`src/rtl/assert_macros.svh`:
```
// Assertion macros for the RTL file that carries checks.
`ifndef ASSERT_MACROS_SVH
`define ASSERT_MACROS_SVH

// Same-cycle implication, switched off while reset is asserted.
`define ASSERT_IMPLIES(label, clock, reset_n, ante, cons, msg) \
    label: assert property (@(posedge clock) disable iff (!reset_n) (ante) |-> (cons)) \
        else $error(msg);

// Next-cycle implication, switched off while reset is asserted.
`define ASSERT_NEXT(label, clock, reset_n, ante, cons, msg) \
    label: assert property (@(posedge clock) disable iff (!reset_n) (ante) |=> (cons)) \
        else $error(msg);

`endif

```
`src/rtl/pmdt_ram.sv`:
```
`default_nettype none

module pmdt_ram #(
    parameter int WIDTH = 16,
    parameter int DEPTH = 64
) (
    input  wire logic                                  clk,
    input  wire logic                                  we,
    input  wire logic [((DEPTH > 1) ? $clog2(DEPTH) : 1)-1:0] waddr,
    input  wire logic [WIDTH-1:0]                      wdata,
    input  wire logic [((DEPTH > 1) ? $clog2(DEPTH) : 1)-1:0] raddr,
    output logic      [WIDTH-1:0]                      rdata
);

    logic [WIDTH-1:0] mem [DEPTH];

    always_ff @(posedge clk)
    begin
        if (we)
        begin
            mem[waddr] <= wdata;
        end
        rdata <= mem[raddr];
    end

endmodule

`default_nettype wire

```
`config.mk`:
```
export PLATFORM = sky130hd
export DESIGN_NAME = pmdt_ram
export DESIGN_NICKNAME = d
export VERILOG_FILES = /design/src/rtl/assert_macros.svh /design/src/rtl/pmdt_ram.sv
export SDC_FILE = /design/constraint.sdc
export NUM_CORES = 1
export LEC_CHECK = 0
export ABC_CLOCK_PERIOD_IN_PS = 2200
export BUFFER_PORTS_ARGS = -buffer_cell sky130_fd_sc_hd__buf_4
export CORE_MARGIN = 10
export CORE_UTILIZATION = 56
export DETAILED_ROUTE_END_ITERATION = 8
export GPL_ROUTABILITY_DRIVEN = 0
export PLACE_DENSITY = 0.77
export REMOVE_ABC_BUFFERS = 1
export SYNTH_ARGS = -nofsm -noshare
export SYNTH_HDL_FRONTEND = slang
export SYNTH_SLANG_ARGS = --single-unit
```
`constraint.sdc`:
```
create_clock -name clk -period 2.2 [get_ports clk]
set_input_delay 0.11 -clock clk [delete_from_list [all_inputs] [get_ports clk]]
set_output_delay 0.11 -clock clk [all_outputs]
set_load 0.05 [all_outputs]
```
==> results of run 1 <==
[layer usage]
layer,global-route usage [%],wire [µm],up-vias
met5,0,40,-
met4,7.70,3230,6
met3,4.98,9490,197
met2,37.7,47100,1218
met1,31.5,35400,10500
li1,-,-,8157
[cells in the final DEF, fill, tap and decap left out, types with 3 or more instances in the layout]
master,count
buf_4,226
mux2_2,27
bufinv_16,9
nand2_1,59
and4_1,5
clkinv_8,3
mux4_2,220
clkinv_2,21
nand2b_1,3
inv_6,4
a211o_1,8
a22oi_1,39
clkbuf_16,99
a22o_1,6
a311oi_1,8
nor2_1,72
edfxtp_1,1024
a221o_1,6
buf_12,16
mux2i_1,83
a41oi_1,5
nand4_1,12
clkinv_1,22
clkbuf_1,17
o21ai_1,3
nor4_2,3
mux4_1,4
a31oi_1,5
a21oi_1,17
nor2b_1,30
a211oi_1,8
dfxtp_1,16
a221oi_1,15
nand3_1,24
o21ai_0,5
[final cells by class]
| class | count | area [µm²] | area share [%] |
|---|---|---|---|
| flip-flops and latches | 1040 | 31100 | 67.9 |
| clock buffers | 116 | 2540 | 5.55 |
| well taps | 940 | 1180 | 2.57 |
| clock inverters | 64 | 618 | 1.35 |
| multi-input cells | 685 | 8290 | 18.1 |
| diodes | 1 | 2.50 | 0.00547 |
| repair buffers | 246 | 2070 | 4.52 |
[logic make-up (layout without fill, tap and decap cells)]
family                 Yosys count  count (layout)
flip-flops                    1040            1040
AO/OA/AOI/OAI                  129             129
buffers and inverters          104             426
other                            0               1
AND/OR/NAND/NOR                220             220
multiplexers                   336             336
[repair_timing]
item,4_1_cts,5_1_grt
endpoints found under the setup margin,4,3
gates resized for setup,6,1
hold buffers,1,0
pin swaps,1,2
hold endpoints to repair,2,0
[path summary, 6_finish.rpt]
path | from | end | slack [ns] | cells past startpoint
hold reg to reg | mem[11][5]$_DFFE_PP_ | rdata[5]$_DFF_P_ | 0.92 | 4
hold / removal | wdata[6] | mem[2][6]$_DFFE_PP_ | -0.005 | 1
setup reg to reg | mem[17][1]$_DFFE_PP_ | rdata[1]$_DFF_P_ | -0.005 | 6
setup / recovery | mem[17][1]$_DFFE_PP_ | rdata[1]$_DFF_P_ | -0.005 | 6
[flip-flops by register name (all words and copies together) (netlist names)]
name	flops
mem	1024
rdata	16
[per-stage QoR]
stage | TNS (ns) | hold slack (ns)
after floorplan | 0 | 0.209
after global placement | -2.90 | 0.600
after detailed placement | -3.33 | 0.599
after CTS | 0 | 0.00551
after global routing | 0 | 0.0214
final | -0.00527 | -0.00506
[power groups by stage]
stage	sequential (µW)	clock, µW	combinational, µW
after floorplan	22500	0	813
after global placement	22400	0	2280
after detailed placement	22400	0	2330
after CTS	22000	16800	2370
after global routing	22000	17600	2480
final	22000	16600	2370
==> metrics.yaml, run 1 <==
yosys.area_share.xor_xnor_pct: 0
synthAdderAreaFrac_pct: 0
track_usage_pct: 23.3
grt_pass1_vias: 20300
ys_seq_area_share_pct: 77.6
port_buffers: 45
cp_num_buf_inv: 1
synth-edff-count: 1024
synth_area_per_cell_um2: 21.9
synthTopCellsByArea: "edfxtp_1 77%, mux4_2 12%, mux2i_1 2.1%, dfxtp_1 0.80%, mux2_2 0.76%"
area_delta_synth_final_pct: 14.3
relSlewSlack_pct: 43.7
grt_pass1_wl_um: 141000
synth_largest_area_cell: "edfxtp_1"
setup_viol: 1
vias: 20100
switchingPower_uw: 8800
tightest_slew_ns: 0.843
finalWirelength_um: 95300
power_frac_clock_pct: 40.5
critPathRequiredTime_ns: 2.73
numCtsBuffers: 99
fp.dieH_um: 287
grt_overflow_total: 0
crit_family: "multiplexers"
synthSimpleGateAreaFrac_pct: 2.65
worstSetupPathType: "register to register"
yosysMostFrequentCell: "edfxtp_1"
drc: 0
grt_max_degree: 65
synth_top_family_by_area: "multiplexers"
path_cells: "mux4_2 > mux2i_2 > a22oi_1 > a31oi_2 > buf_4 > a311oi_1"
fin_nets: 2102
die_w_um: 287
synth-seq-cells: 1040
drv_cap: 0
slowest_stage: "mux4_2"
dpl_worst_slack_ns: -0.473
drt-initial-drc-count: 2775
min_period_ns: 2.21
coreArea_mm2: 0.0705
cts_sinks: 1040
synth_compound_area_share_pct: 2.41
yosys-top-cells-count: "1024 x edfxtp_1, 220 x mux4_2, 85 x mux2i_1"
yosysTopAreaCellShare_pct: 76.8
netSwitchingFraction_pct: 21.5
fp.dieArea_mm2: 0.0826
fin_skew_ns: 0.0214
clk_latency_ns: 0.67
synthCells: 1829
synth_area_mm2: 0.0400
status: "finished with violations"
start_util_pct: 56.8
post_synth_num_cell_types: 43
fin_crit_sh_pct: 100
hold_ws_ns: -0.00506
hold_viol_final: 3
avgViaCountPerCell: 6.49
violations: "negative hold slack, negative setup slack"
fin_area_mm2: 0.0458
fin_cells: 3092
rsz0062_at_grt: "no"
max_freq_ghz: 0.453
min_path_type: "primary input to register"
cp.arrival_ns: 2.73
cts_tree: "yes"
seqPwrFrac_pct: 53.7
synth.mux.area_fraction_pct: 15.5
power.leakage_uw: 0.0148
async_reset_ff_share_pct: 0
antenna_found_initial: 4
clk_pin_slew_ns: 0.06
place_hpwl_um: 56900
final_core_util_pct: 64.9
worst-path-max-fanout: 1
drt_pass1_iterations: 5
fp-row-count: 97
intPower_uw: 32200
critPathLaunchType: "register"
fill_cells: 4395
cts_max_level: 3
yosys_warnings: 0
worst_slack_ns: -0.00527
power_density_mw_per_mm2: 896
synthFlopType: "edfxtp_1"
post_drt_wl_per_cell_um: 30.8
postPlaceCellArea_mm2: 0.0426
ir_drop_mv: 0.718
cts_setup_buffers: 0
p_comb_share_pct: 5.8
cp-end-kind: "register"
dp_cells: 2910
max_stage_delay_ns: 0.48
ant_nets: 0
clockBufferDepth: 3
drive_above_1_share_pct: 30.1
pin_count: 46
drv_slew: 0
power.total_uw: 41000
root_buffer: "clkbuf_16"
No activity file was read; power rests on OpenSTA's default activity.
==> inputs of run 2 (changes only) <==
==> constraint.sdc (replaced) <==
create_clock -name clk -period 2.2 [get_ports clk]
set_input_delay 0.44 -clock clk [delete_from_list [all_inputs] [get_ports clk]]
set_output_delay 0.44 -clock clk [all_outputs]
set_load 0.05 [all_outputs]
==> run 2 against run 1 <==
The run now ends clean. Clock skew about the same. Final area increased by 1.5%. Flip-flop and latch count unchanged. Via count increased by 1.2%. Total power increased by 0.47%. Critical path type is now primary input to register.
==> metrics.yaml, run 2 (same netlist as run 1, synthesis figures left out) <==
numCtsBuffers: 100
drv_cap: 0
start_util_pct: 56.8
critPathLaunchType: "primary input"
clockBufferDepth: 3
gr-usage-met2_pct: 39.1
cts_sinks: 1040
place_hpwl_um: 58200
min_period_ns: 2.19
relSlewSlack_pct: 44.1
ir_drop_mv: 1.12
grt_pass1_vias: 20600
grt_max_degree: 65
cts_setup_buffers: 0
drive_above_1_share_pct: 31.5
postPlaceCellArea_mm2: 0.0432
setup_viol: 0
worst_slack_ns: 0.0126
drt-initial-drc-count: 2679
vias: 20300
power.leakage_uw: 0.0151
root_buffer: "clkbuf_16"
grt_overflow_total: 0
fp-row-count: 97
fin_area_mm2: 0.0465
track_usage_pct: 23.6
final_common_cell: "edfxtp_1"
busiest_layer: "met2"
drc: 0
cts_max_level: 3
drv_slew: 0
fin_crit_sh_pct: 99.4
max_freq_ghz: 0.457
coreArea_mm2: 0.0705
top_register: "mem"
cp.arrival_ns: 2.73
ant_nets: 0
regArea_mm2: 0.0311
top_regs: "mem (1024), rdata (16)"
fp.dieH_um: 287
cts_tree: "yes"
fp.dieArea_mm2: 0.0826
hold_ws_ns: 0.224
clk_pin_slew_ns: 0.06
status: "finished clean"
pin_count: 46
area_delta_synth_final_pct: 16.1
dpl_worst_slack_ns: -0.715
rsz0062_at_grt: "no"
power_density_mw_per_mm2: 887
finalWirelength_um: 96600
largest_reg_flops: 1024
fin_nets: 2148
min_path_type: "primary input to register"
antenna_found_initial: 6
critPathRequiredTime_ns: 2.74
worstSetupPathType: "primary input to register"
hold_viol_final: 0
fin_skew_ns: 0.0212
fill_cells: 4312
power.total_uw: 41200
fin_cells: 3137
drt_pass1_iterations: 7
dp_cells: 2956
port_buffers: 45
cp-end-kind: "register"
tightest_slew_ns: 0.838
globalRouteMet3Util_pct: 5.18
worst-path-max-fanout: 18
clk_latency_ns: 0.65
grt_pass1_wl_um: 142000
die_w_um: 287
multiInputGateArea_mm2: 0.00826
post_drt_wl_per_cell_um: 30.8
mostFrequentLayoutCells: "1024 x edfxtp_1, 243 x buf_4, 220 x mux4_2, 102 x clkbuf_16, 85 x mux2i_1"
avgViaCountPerCell: 6.47
use_met1_pct: 31.1
[run 2: cell type report]
class | instances | area share [%]
Sequential cell | 1040 | 66.9
Timing Repair Buffer | 291 | 5.93
Multi-Input combinational cell | 685 | 17.8
Clock buffer | 131 | 5.88
Clock inverter | 46 | 0.999
Tap cell | 940 | 2.53
Antenna cell | 4 | 0.0215
[run 2: where the power goes]
part           switching [µW]  internal (µW)  leakage, µW  total, µW
Clock                    7000           9750      0.00156      16700
Combinational            1470            949      0.00420       2420
Sequential               89.7          21900      0.00935      22000
Total                    8560          32600       0.0151      41200
[run 2: metal layers]
layer | vias to the layer above | share of wire, %
li1 | 8253 | -
met1 | 10500 | 36
met2 | 1294 | 50
met3 | 216 | 11
met4 | 4 | 3.2
met5 | - | 0.028
[run 2: worst paths after layout]
path / start / end / slack, ns / cells past startpoint
max: raddr[0] / rdata[2]$_DFF_P_ / 0.01 / 9
min: wdata[0] / mem[32][0]$_DFFE_PP_ / 0.22 / 1
max reg2reg: mem[27][11]$_DFFE_PP_ / rdata[11]$_DFF_P_ / 0.03 / 7
min reg2reg: mem[1][2]$_DFFE_PP_ / rdata[2]$_DFF_P_ / 0.90 / 4
[run 2: through the flow]
stage	utilization, %	TNS (ns)
finish	65.9	0
CTS	65.9	0
global route	65.9	0
global placement	61.3	-7.48
floorplan	-	-3.80
detailed placement	61.3	-7.63
[run 2: worst max-delay path: stages]
cell and delay [ns]:
buf_8 0.23, buf_12 0.22, buf_6 0.25, buf_12 0.20
mux2i_1 0.27, a22oi_1 0.11, a41oi_1 0.42, o21ai_0 0.29
and4_1 0.26
[run 2: what timing repair did]
item                                    4_1_cts  5_1_grt
hold buffers                                  0        0
gates resized for setup                       2        3
endpoints found under the setup margin        2        3
pin swaps                                     0        1
