==> config.mk <==
export PLATFORM = sky130hd
export DESIGN_NAME = pmdt_div
export DESIGN_NICKNAME = d
export VERILOG_FILES = /design/src/rtl/assert_macros.svh /design/src/rtl/pmdt_pkg.sv /design/src/rtl/pmdt_div.sv
export SDC_FILE = /design/constraint.sdc
export NUM_CORES = 1
export LEC_CHECK = 0
export BUFFER_PORTS_ARGS = -buffer_cell sky130_fd_sc_hd__buf_2
export CAP_MARGIN = 0
export CORE_UTILIZATION = 25
export DETAILED_ROUTE_END_ITERATION = 10
export MAX_ROUTING_LAYER = met4
export PLACE_DENSITY_LB_ADDON = 0.12
export SYNTH_ARGS = -nofsm -noshare
export SYNTH_HDL_FRONTEND = slang
export SYNTH_SLANG_ARGS = --single-unit
export TNS_END_PERCENT = 50
==> constraint.sdc <==
create_clock -name clk -period 3.25 [get_ports clk]
set_input_delay 0.65 -clock clk [delete_from_list [all_inputs] [get_ports clk]]
set_output_delay 0.65 -clock clk [all_outputs]
set_load 0.05 [all_outputs]
==> src/rtl/assert_macros.svh <==
// Assertion macros for the RTL file that carries checks.
`ifndef ASSERT_MACROS_SVH
`define ASSERT_MACROS_SVH

// Same-cycle implication, switched off while reset is asserted.
`define ASSERT_IMPLIES(label, clock, reset_n, ante, cons, msg) \
    label: assert property (@(posedge clock) disable iff (!reset_n) (ante) |-> (cons)) \
        else $error(msg);

// Next-cycle implication, switched off while reset is asserted.
`define ASSERT_NEXT(label, clock, reset_n, ante, cons, msg) \
    label: assert property (@(posedge clock) disable iff (!reset_n) (ante) |=> (cons)) \
        else $error(msg);

`endif

==> src/rtl/pmdt_pkg.sv <==
`default_nettype none

package pmdt_pkg;

    localparam int ELEM_W     = 16;
    localparam int COUNT_W    = 7;
    localparam int SUM_W      = 63;
    localparam int SQ_W       = 32;
    localparam int DIV_W      = SQ_W + ELEM_W;
    localparam int DIV_STEPS  = DIV_W;
    localparam int DIV_CNT_W  = $clog2(DIV_STEPS);
    localparam int CFG_IDX_W  = 1;

    localparam logic [SUM_W-1:0] SUM_MAX = {SUM_W{1'b1}};

    localparam logic [1:0] OP_LOAD_WEIGHT = 2'd0;
    localparam logic [1:0] OP_LOAD_VECTOR = 2'd1;
    localparam logic [1:0] OP_COMPUTE     = 2'd2;

    localparam logic [CFG_IDX_W-1:0] CFG_VECTOR_COUNT    = 1'd0;
    localparam logic [CFG_IDX_W-1:0] CFG_COMPONENT_COUNT = 1'd1;

    localparam logic [COUNT_W-1:0] VECTOR_COUNT_RESET    = 7'd64;
    localparam logic [COUNT_W-1:0] COMPONENT_COUNT_RESET = 7'd63;

    typedef struct packed {
        logic [1:0]               op;
        logic [5:0]               vector_index;
        logic [5:0]               component_index;
        logic signed [ELEM_W-1:0] element_value;
        logic [ELEM_W-1:0]        weight_value;
    } req_t;

    typedef struct packed {
        logic [SUM_W-1:0] euclid_threshold;
        logic [SUM_W-1:0] weighted_threshold;
        logic             zero_weight_seen;
    } result_t;

    typedef struct packed {
        logic             done;
        logic [DIV_W-1:0] quotient;
    } div_result_t;

    // Saturating add: anything at or above 2^63 clamps to the field maximum.
    function automatic logic [SUM_W-1:0] sat_add(input logic [SUM_W-1:0] acc,
                                                 input logic [SUM_W-1:0] term);
        logic [SUM_W:0] sum;
        sum = {1'b0, acc} + {1'b0, term};
        return sum[SUM_W] ? SUM_MAX : sum[SUM_W-1:0];
    endfunction

endpackage

`default_nettype wire

==> src/rtl/pmdt_div.sv <==
`default_nettype none

// Restoring divider, one quotient bit per cycle.
module pmdt_div (
    input  wire logic                        clk,
    input  wire logic                        rst_n,
    input  wire logic                        start,
    input  wire logic [pmdt_pkg::DIV_W-1:0]  dividend,
    input  wire logic [pmdt_pkg::ELEM_W-1:0] divisor,
    output pmdt_pkg::div_result_t            result
);
    import pmdt_pkg::*;

    logic                 busy_reg, busy_next;
    logic                 done_reg, done_next;
    logic [DIV_CNT_W-1:0] cnt_reg, cnt_next;
    logic [ELEM_W-1:0]    rem_reg, rem_next;
    logic [DIV_W-1:0]     quo_reg, quo_next;
    logic [ELEM_W-1:0]    dsr_reg, dsr_next;

    logic [ELEM_W:0]      trial;
    logic [ELEM_W+1:0]    diff;

    always_comb
    begin
        busy_next = busy_reg;
        done_next = 1'b0;
        cnt_next  = cnt_reg;
        rem_next  = rem_reg;
        quo_next  = quo_reg;
        dsr_next  = dsr_reg;
        trial     = {rem_reg, quo_reg[DIV_W-1]};
        diff      = {1'b0, trial} - {2'b00, dsr_reg};

        if (start)
        begin
            busy_next = 1'b1;
            cnt_next  = '0;
            rem_next  = '0;
            quo_next  = dividend;
            dsr_next  = divisor;
        end
        else if (busy_reg)
        begin
            if (!diff[ELEM_W+1])
            begin
                rem_next = diff[ELEM_W-1:0];
                quo_next = {quo_reg[DIV_W-2:0], 1'b1};
            end
            else
            begin
                rem_next = trial[ELEM_W-1:0];
                quo_next = {quo_reg[DIV_W-2:0], 1'b0};
            end
            if (cnt_reg == DIV_CNT_W'(DIV_STEPS - 1))
            begin
                busy_next = 1'b0;
                done_next = 1'b1;
            end
            else
            begin
                cnt_next = cnt_reg + 1'b1;
            end
        end
    end

    always_ff @(posedge clk or negedge rst_n)
    begin
        if (!rst_n)
        begin
            busy_reg <= 1'b0;
            done_reg <= 1'b0;
            cnt_reg  <= '0;
        end
        else
        begin
            busy_reg <= busy_next;
            done_reg <= done_next;
            cnt_reg  <= cnt_next;
        end
    end

    always_ff @(posedge clk)
    begin
        rem_reg <= rem_next;
        quo_reg <= quo_next;
        dsr_reg <= dsr_next;
    end

    assign result.done     = done_reg;
    assign result.quotient = quo_reg;

endmodule

`default_nettype wire

==> results.txt, run 1 <==
----------------------------------------------------
[Drt]
  Initial DRC Count ... 109
  Vias ... 2978
  Post-Route M1 WL ... 4710 µm
  Number of remaining DRC errors ... 0
  Total length of routed wires ... 10300 µm
  Wire length per cell ... 15.1 µm
  Antenna-violating nets left ... 0
  Length of routed met2 wiring ... 5080 µm
  Highest signal layer in the routed design ... met4
  Post-DR vias/cell ... 4.39
  Amount of wire on met3 after detailed routing ... 346 µm
  Iteration count of the initial detailed-routing pass ... 4

[Synth]
  Share of the yosys chip area belonging to registers ... 56.1%
  Combinational family with the most area after synthesis ... multiplexers
  Xor and xnor fraction of the mapped netlist area ... 3.62%
  Compound-cell area share of the yosys netlist ... 10.7%
  Post-Synthesis Mean Instance Area ... 13.0 µm²
  Mux share of post-synthesis cell area ... 14.0%
  Simple-gate share of the synthesized area ... 6.55%
  Post-Synthesis Cell Area ... 4360 µm²
  Post-synth cell types ... 52
  Most used flip-flop cell after synthesis ... edfxtp_1
  Adder-Cell Fraction of Synth Area ... 5.34%
  Number of nets in the synthesized netlist ... 419
  Post-synth EDFFs ... 64
  Share of synthesized registers carrying an async set or reset ... 9.09%
  Synthesis Warnings ... 0
  Number of synthesized register bits ... 88
  Synthesized instance count ... 334

[Power]
  Reg power frac ... 45.0%
  Psw ... 0.871 mW
  P_int ... 2.10 mW
  Lkg Pwr ... 2.37 nW
  Clock share of power ... 36.9%
  Largest vdd supply drop ... 0.000244 V
  Share of power burned in combinational logic ... 18.1%
  Total power divided by cell area ... 538 nW/µm²
  Sw Share ... 29.3%

[Final layout]
  Most frequent standard cell in the layout excluding fill and tap cells ... buf_2
  Max FFs per register ... 48
  Layout Area Growth over Synthesis ... 26.7%
  Final non-filler cell area ... 5520 µm²
  Final core utilization ... 32.8%
  Final cell count without fillers ... 679
  Share of layout cells above drive strength 1 ... 44.0%
  Diodes inserted ... 0
  Layout Nets ... 539
  Top library cells by usage in the layout, fill and taps aside ... buf_2 (114), edfxtp_1 (64), mux2_2 (47)

[Global route]
  Number of global-route vias before repair ... 3056
  First-pass GRT wire length ... 16400 µm
  Largest net degree at the start of global routing ... 29
  Total global routing track utilization ... 12.5%
  Number of antenna violations at the first check in global routing ... 0
  Congestion Overflow GR ... 0

[Worst setup path]
  Cell type of the slowest stage on the worst timing path ... o21ai_4
  Delay contributed by the slowest stage of the critical path ... 0.65 ns
  Data arrival, critical path ... 2.77 ns
  Critical Path Source Type ... flop
  Cell-by-cell listing of the critical path ... inv_1 > ha_1 > a21o_1 > a211oi_4 > nand2_2 > o21ai_4 > mux2i_1 > a211oi_1
  FF-to-FF Start ... dsr_reg[14]
  Largest delay share family, worst path ... compound AO/OA/AOI/OAI gates
  Critical Path Start ... dsr_reg[14]
  Category of the worst setup path capture point ... flop
  Buffers & Inverters on Critical Path ... 1
  Endpoint required time on the critical path ... 3.51 ns
  Setup Crit Path Kind ... reg2reg
  Crit path max fanout ... 25

[Placed design]
  Placement-stage cell area ... 5210 µm²
  Inst Count DP ... 663
  Count of buffers inserted at the top-level ports ... 115
  Placed wire-length estimate after detailed placement ... 7370 µm
  Last weighted congestion value of the routability-driven placer ... 0.759

[STA]
  Max Clock Skew ... 0.00881 ns
  Top achievable clock speed ... 398 MHz
  Total negative slack for setup checks ... 0 ns
  RSZ-0062 raised after global routing ... no
  Final hold vios ... 0
  Tightest slew margin relative to the limit ... 45.0%
  Final setup fails ... 0
  Final Cycle Share ... 77.3%
  Max-slew violation count ... 0
  Least-Margin Pin Slew ... 0.822 ns
  Final critical delay including setup and external delays ... 2.51 ns

[Status]
  Status ... finished clean

[Clock network]
  Longest Clk Path Bufs ... 2
  Clk_lat worst skew ... 0.35 ns
  Post-cts hold buffer count ... 0
  Number of buffers inserted to repair setup after CTS ... 0
  Quantity of gates resized following cts ... 0
  Clock tree from TritonCTS ... yes
  Clock sink total ... 88
  H-tree depth ... 3
  Clock buffers created by TritonCTS ... 9
  Root buffer cell ... clkbuf_16
  Clock transition time at the flip-flop clock pins of the worst setup and hold paths ... 0.07 ns

[Floorplan]
  Number of top-level pins ... 116
  Row Count ... 47
  Overall die width ... 134 µm
  Die Outline Area ... 18000 µm²
  Starting Density ... 25.9%
  Chip Height ... 134 µm
  Core footprint ... 16800 µm²

[Run]
  Maxcap violations ... 0

[Hold path]
  Hold crit path type ... in2async

----------------------------------------------------
## final timing paths
kind / end / cells past startpoint / slack (ns)
max in group asynchronous: busy_reg / 1 / 2.93
max reg2reg: rem_reg[5] / 8 / 0.74
min reg2reg: rem_reg[1] / 2 / 0.48
min in group clk: dsr_reg[14] / 1 / 0.47
max: rem_reg[5] / 8 / 0.74
min: cnt_reg[3] / 1 / 0.14
## power by group through the flow
stage	Clock, mW	Sequential [mW]	Combinational (mW)
floorplan	0	1.58	0.174
global placement	0	1.36	0.543
detailed placement	0	1.36	0.542
CTS	1.14	1.34	0.545
global route	1.18	1.35	0.576
finish	1.10	1.34	0.538
## routing by layer
layer,global-route usage [%],vias up
met5,-,-
met4,4.55,0
met3,3.25,10
met2,20.2,51
met1,15.0,1433
li1,-,1484
## metrics by stage
stage	hold slack (ns)	setup slack, ns	power, mW
global placement	0.468	0.775	1.90
global route	0.136	0.477	3.11
finish	0.138	0.739	2.97
detailed placement	0.471	0.747	1.90
CTS	0.127	0.722	3.03
floorplan	0.354	0.710	1.75
## cells by family (layout without fill, tap and decap cells)
logic type	Yosys count	in the layout
AND/OR/NAND/NOR	57	57
flip-flops	88	88
XOR/XNOR	18	18
adder cells (fa/ha/maj)	18	18
AO/OA/AOI/OAI	61	61
multiplexers	55	55
buffers and inverters	37	162
## cells in the mapped netlist (2+ instances only)
library cell / n / share of area [%]
nand2b_1: 5 / 0.72
o21ai_0: 6 / 0.69
ha_1: 17 / 4.9
inv_1: 23 / 2.0
nand3_1: 8 / 0.92
nor2_1: 13 / 1.1
xor2_1: 10 / 2.0
buf_2: 2 / 0.23
or3_1: 2 / 0.29
a21o_1: 3 / 0.52
a21oi_1: 16 / 1.8
o211ai_1: 2 / 0.34
nand2_1: 19 / 1.6
mux2_2: 47 / 12
clkbuf_1: 6 / 0.52
buf_6: 2 / 0.52
mux2i_1: 8 / 1.8
o21ai_1: 5 / 0.57
a32oi_1: 5 / 1.0
buf_1: 3 / 0.26
o31ai_1: 5 / 0.86
dfxtp_1: 16 / 7.4
dfrtp_1: 8 / 4.6
and3_1: 2 / 0.29
edfxtp_1: 64 / 44
xnor2_1: 8 / 1.6
a211oi_1: 2 / 0.34
o311ai_1: 3 / 0.60
## worst reg2reg max path: stages (launching register included)
cell and delay (ns):
edfxtp_1 0.36, inv_1 0.06, ha_1 0.25, a21o_1 0.24, a211oi_4 0.30, nand2_2 0.09, o21ai_4 0.65, mux2i_1 0.19
a211oi_1 0.27
## final cells by class
class	count	area [µm²]
clock buffer	10	239
clock inverter	6	73.8
fill	1769	11300
inverter	23	86.3
multi-input combinational	209	1750
sequential	88	2440
tap	220	275
timing repair buffer	123	651
No activity file was read; power rests on OpenSTA's default activity.
==> run 2, diff against run 1 <==
==> constraint.sdc (replaced) <==
create_clock -name clk -period 2.3 [get_ports clk]
set_input_delay 0.46 -clock clk [delete_from_list [all_inputs] [get_ports clk]]
set_output_delay 0.46 -clock clk [all_outputs]
set_load 0.05 [all_outputs]
==> results.txt, run 2 (same netlist as run 1, synthesis figures left out) <==
----------------------------------------------------
[Status]
  Status ... finished clean

[Worst setup path]
  Critical Path Source Type ... flop
  Dominant cell type by count on the critical path ... inv_1
  Category of the worst setup path capture point ... flop
  Largest delay share family, worst path ... compound AO/OA/AOI/OAI gates
  Endpoint required time on the critical path ... 2.51 ns (-1.00 ns)
  Buffers & Inverters on Critical Path ... 2 (+1)
  Setup Crit Path Kind ... reg2reg
  Delay contributed by the slowest stage of the critical path ... 0.39 ns (-0.26 ns)
  Crit path max fanout ... 3 (-88%)
  Critical Path Start ... quo_reg[47]
  Cell type of the slowest stage on the worst timing path ... edfxtp_1
  Cell-by-cell listing of the critical path ... inv_1 > ha_1 > inv_1 > fa_2 > a21o_1 > a221oi_4 > or3_1 > o211ai_2 > a21oi_2 > xor2_1 > o31ai_1
  Data arrival, critical path ... 2.50 ns (-0.27 ns)
  FF-to-FF Start ... quo_reg[47]

[Global route]
  Number of antenna violations at the first check in global routing ... 0 (unchanged)
  Number of global-route vias before repair ... 3032 (-0.79%)
  Total global routing track utilization ... 12.5% (about the same)
  First-pass GRT wire length ... 16500 µm (+0.84%)
  Largest net degree at the start of global routing ... 51 (+76%)
  Congestion Overflow GR ... 0 (unchanged)

[Run]
  Maxcap violations ... 0 (unchanged)

[STA]
  Setup slack of the critical path after layout ... 0.0147 ns (-0.724 ns)
  Final critical delay including setup and external delays ... 2.29 ns (-0.226 ns)
  Top achievable clock speed ... 438 MHz (+9.9%)
  Max-slew violation count ... 0 (unchanged)
  Final setup fails ... 0 (unchanged)
  Total negative slack for setup checks ... 0 ns (unchanged)
  RSZ-0062 raised after global routing ... yes
  Final hold vios ... 0 (unchanged)
  Max Clock Skew ... 0.00691 ns (-0.00190 ns)
  Tightest slew margin relative to the limit ... 47.1% (+2.2 points)
  Worst-case hold slack ... 0.284 ns (+0.146 ns)
  Least-Margin Pin Slew ... 0.793 ns (-0.0291 ns)
  Final Cycle Share ... 99.4% (+22 points)

[Floorplan]
  Chip Height ... 134 µm (unchanged)
  Row Count ... 47 (unchanged)
  Overall die width ... 134 µm (unchanged)
  Die Outline Area ... 18000 µm² (unchanged)
  Number of top-level pins ... 116 (unchanged)
  Starting Density ... 25.9% (unchanged)
  Core footprint ... 16800 µm² (unchanged)

[Drt]
  Total length of routed wires ... 10500 µm (+2.1%)
  Antenna-violating nets left ... 0 (unchanged)
  Vias ... 3031 (+1.8%)
  Iteration count of the initial detailed-routing pass ... 4 (unchanged)
  Initial DRC Count ... 142 (+30%)
  Post-DR vias/cell ... 4.41 (+0.45%)
  Number of remaining DRC errors ... 0 (unchanged)
  Wire length per cell ... 15.3 µm (+0.78%)

[Clock network]
  Clock buffers created by TritonCTS ... 9 (unchanged)
  Clk_lat worst skew ... 0.35 ns (about the same)
  Clock sink total ... 88 (unchanged)
  H-tree depth ... 3 (unchanged)
  Longest Clk Path Bufs ... 2 (unchanged)
  Root buffer cell ... clkbuf_16
  Clock transition time at the flip-flop clock pins of the worst setup and hold paths ... 0.07 ns (about the same)
  Clock tree from TritonCTS ... yes

[Final layout]
  Top library cells by usage in the layout, fill and taps aside ... buf_2 (114), edfxtp_1 (64), mux2_2 (47)
  Multi-input combinational cell area ... 1780 µm² (+1.6%)
  Final non-filler cell area ... 5660 µm² (+2.5%)
  Final cell count without fillers ... 688 (+1.3%)
  Layout Area Growth over Synthesis ... 29.9%
  Max FFs per register ... 48 (unchanged)
  Layout Nets ... 548 (+1.7%)
  Fill cells ... 1744 (-1.4%)
  Most frequent standard cell in the layout excluding fill and tap cells ... buf_2
  Area occupied by registers ... 2440 µm² (unchanged)
  Final core utilization ... 33.6% (+0.82 points)
  Share of layout cells above drive strength 1 ... 45.9% (+1.9 points)
  Diodes inserted ... 0 (unchanged)

[Hold path]
  Startpoint of the most critical hold path ... divisor[13]
  Hold crit path type ... in2reg

[Power]
  Total power divided by cell area ... 750 nW/µm² (+39%)
  Power, Total ... 4.24 mW (+43%)
  Lkg Pwr ... 2.43 nW (+2.6%)
  Largest vdd supply drop ... 0.000325 V (+33%)

[Placed design]
  Count of buffers inserted at the top-level ports ... 115 (unchanged)
  Last weighted congestion value of the routability-driven placer ... 0.776 (+2.2%)
  Pre-CTS WS ... -0.0463 ns (-0.793 ns)
  Placed wire-length estimate after detailed placement ... 7390 µm (+0.27%)
  Inst Count DP ... 668 (+0.75%)
  Placement-stage cell area ... 5290 µm² (+1.6%)

----------------------------------------------------
run 2: cell count changes in the layout (fill, tap and decap cells not counted), moves of 3 or more:
cell     delta
a21oi_1     -3
buf_4       +5
a21oi_2     +3
buf_12      +3
run 2: timing repair:
| action | CTS | global route |
|---|---|---|
| gates resized for setup | 1 | 3 |
| setup buffers | 0 | 3 |
| pin swaps | 2 | 2 |
| setup endpoints to repair | 2 | 7 |
| hold buffers | 1 | 0 |
| endpoints found under the hold margin | 8 | 0 |
run 2: power by group:
part	total [mW]	internal (mW)	switching [mW]
clock	1.57	0.890	0.676
combinational	0.787	0.262	0.525
sequential	1.89	1.84	0.0553
total	4.24	2.99	1.26
run 2: area by class of cell:
type | count | share of cell area [%]
clock buffers | 10 | 4.22
clock inverters | 6 | 1.33
inverters | 23 | 1.53
multi-input cells | 209 | 31.5
flip-flops and latches | 88 | 43.2
well taps | 220 | 4.87
repair buffers | 132 | 13.4
run 2: routing by layer:
layer	up-vias	track usage, %	wire, µm	part of all wire [%]
met3	13	2.68	345	3.3
met1	1462	15.8	4830	46
met5	-	-	0	0
li1	1494	-	-	-
met2	62	19.6	5150	49
met4	0	4.92	170	1.6
run 2: worst paths after layout:
check	endpoint	cells past startpoint	slack, ns
setup / recovery	rem_reg[14]	11	0.01
hold / removal	dsr_reg[13]	1	0.28
setup reg to reg	rem_reg[14]	11	0.01
hold reg to reg	rem_reg[1]	2	0.49
max in group asynchronous	cnt_reg[2]	2	1.63
min in group asynchronous	cnt_reg[1]	2	0.49
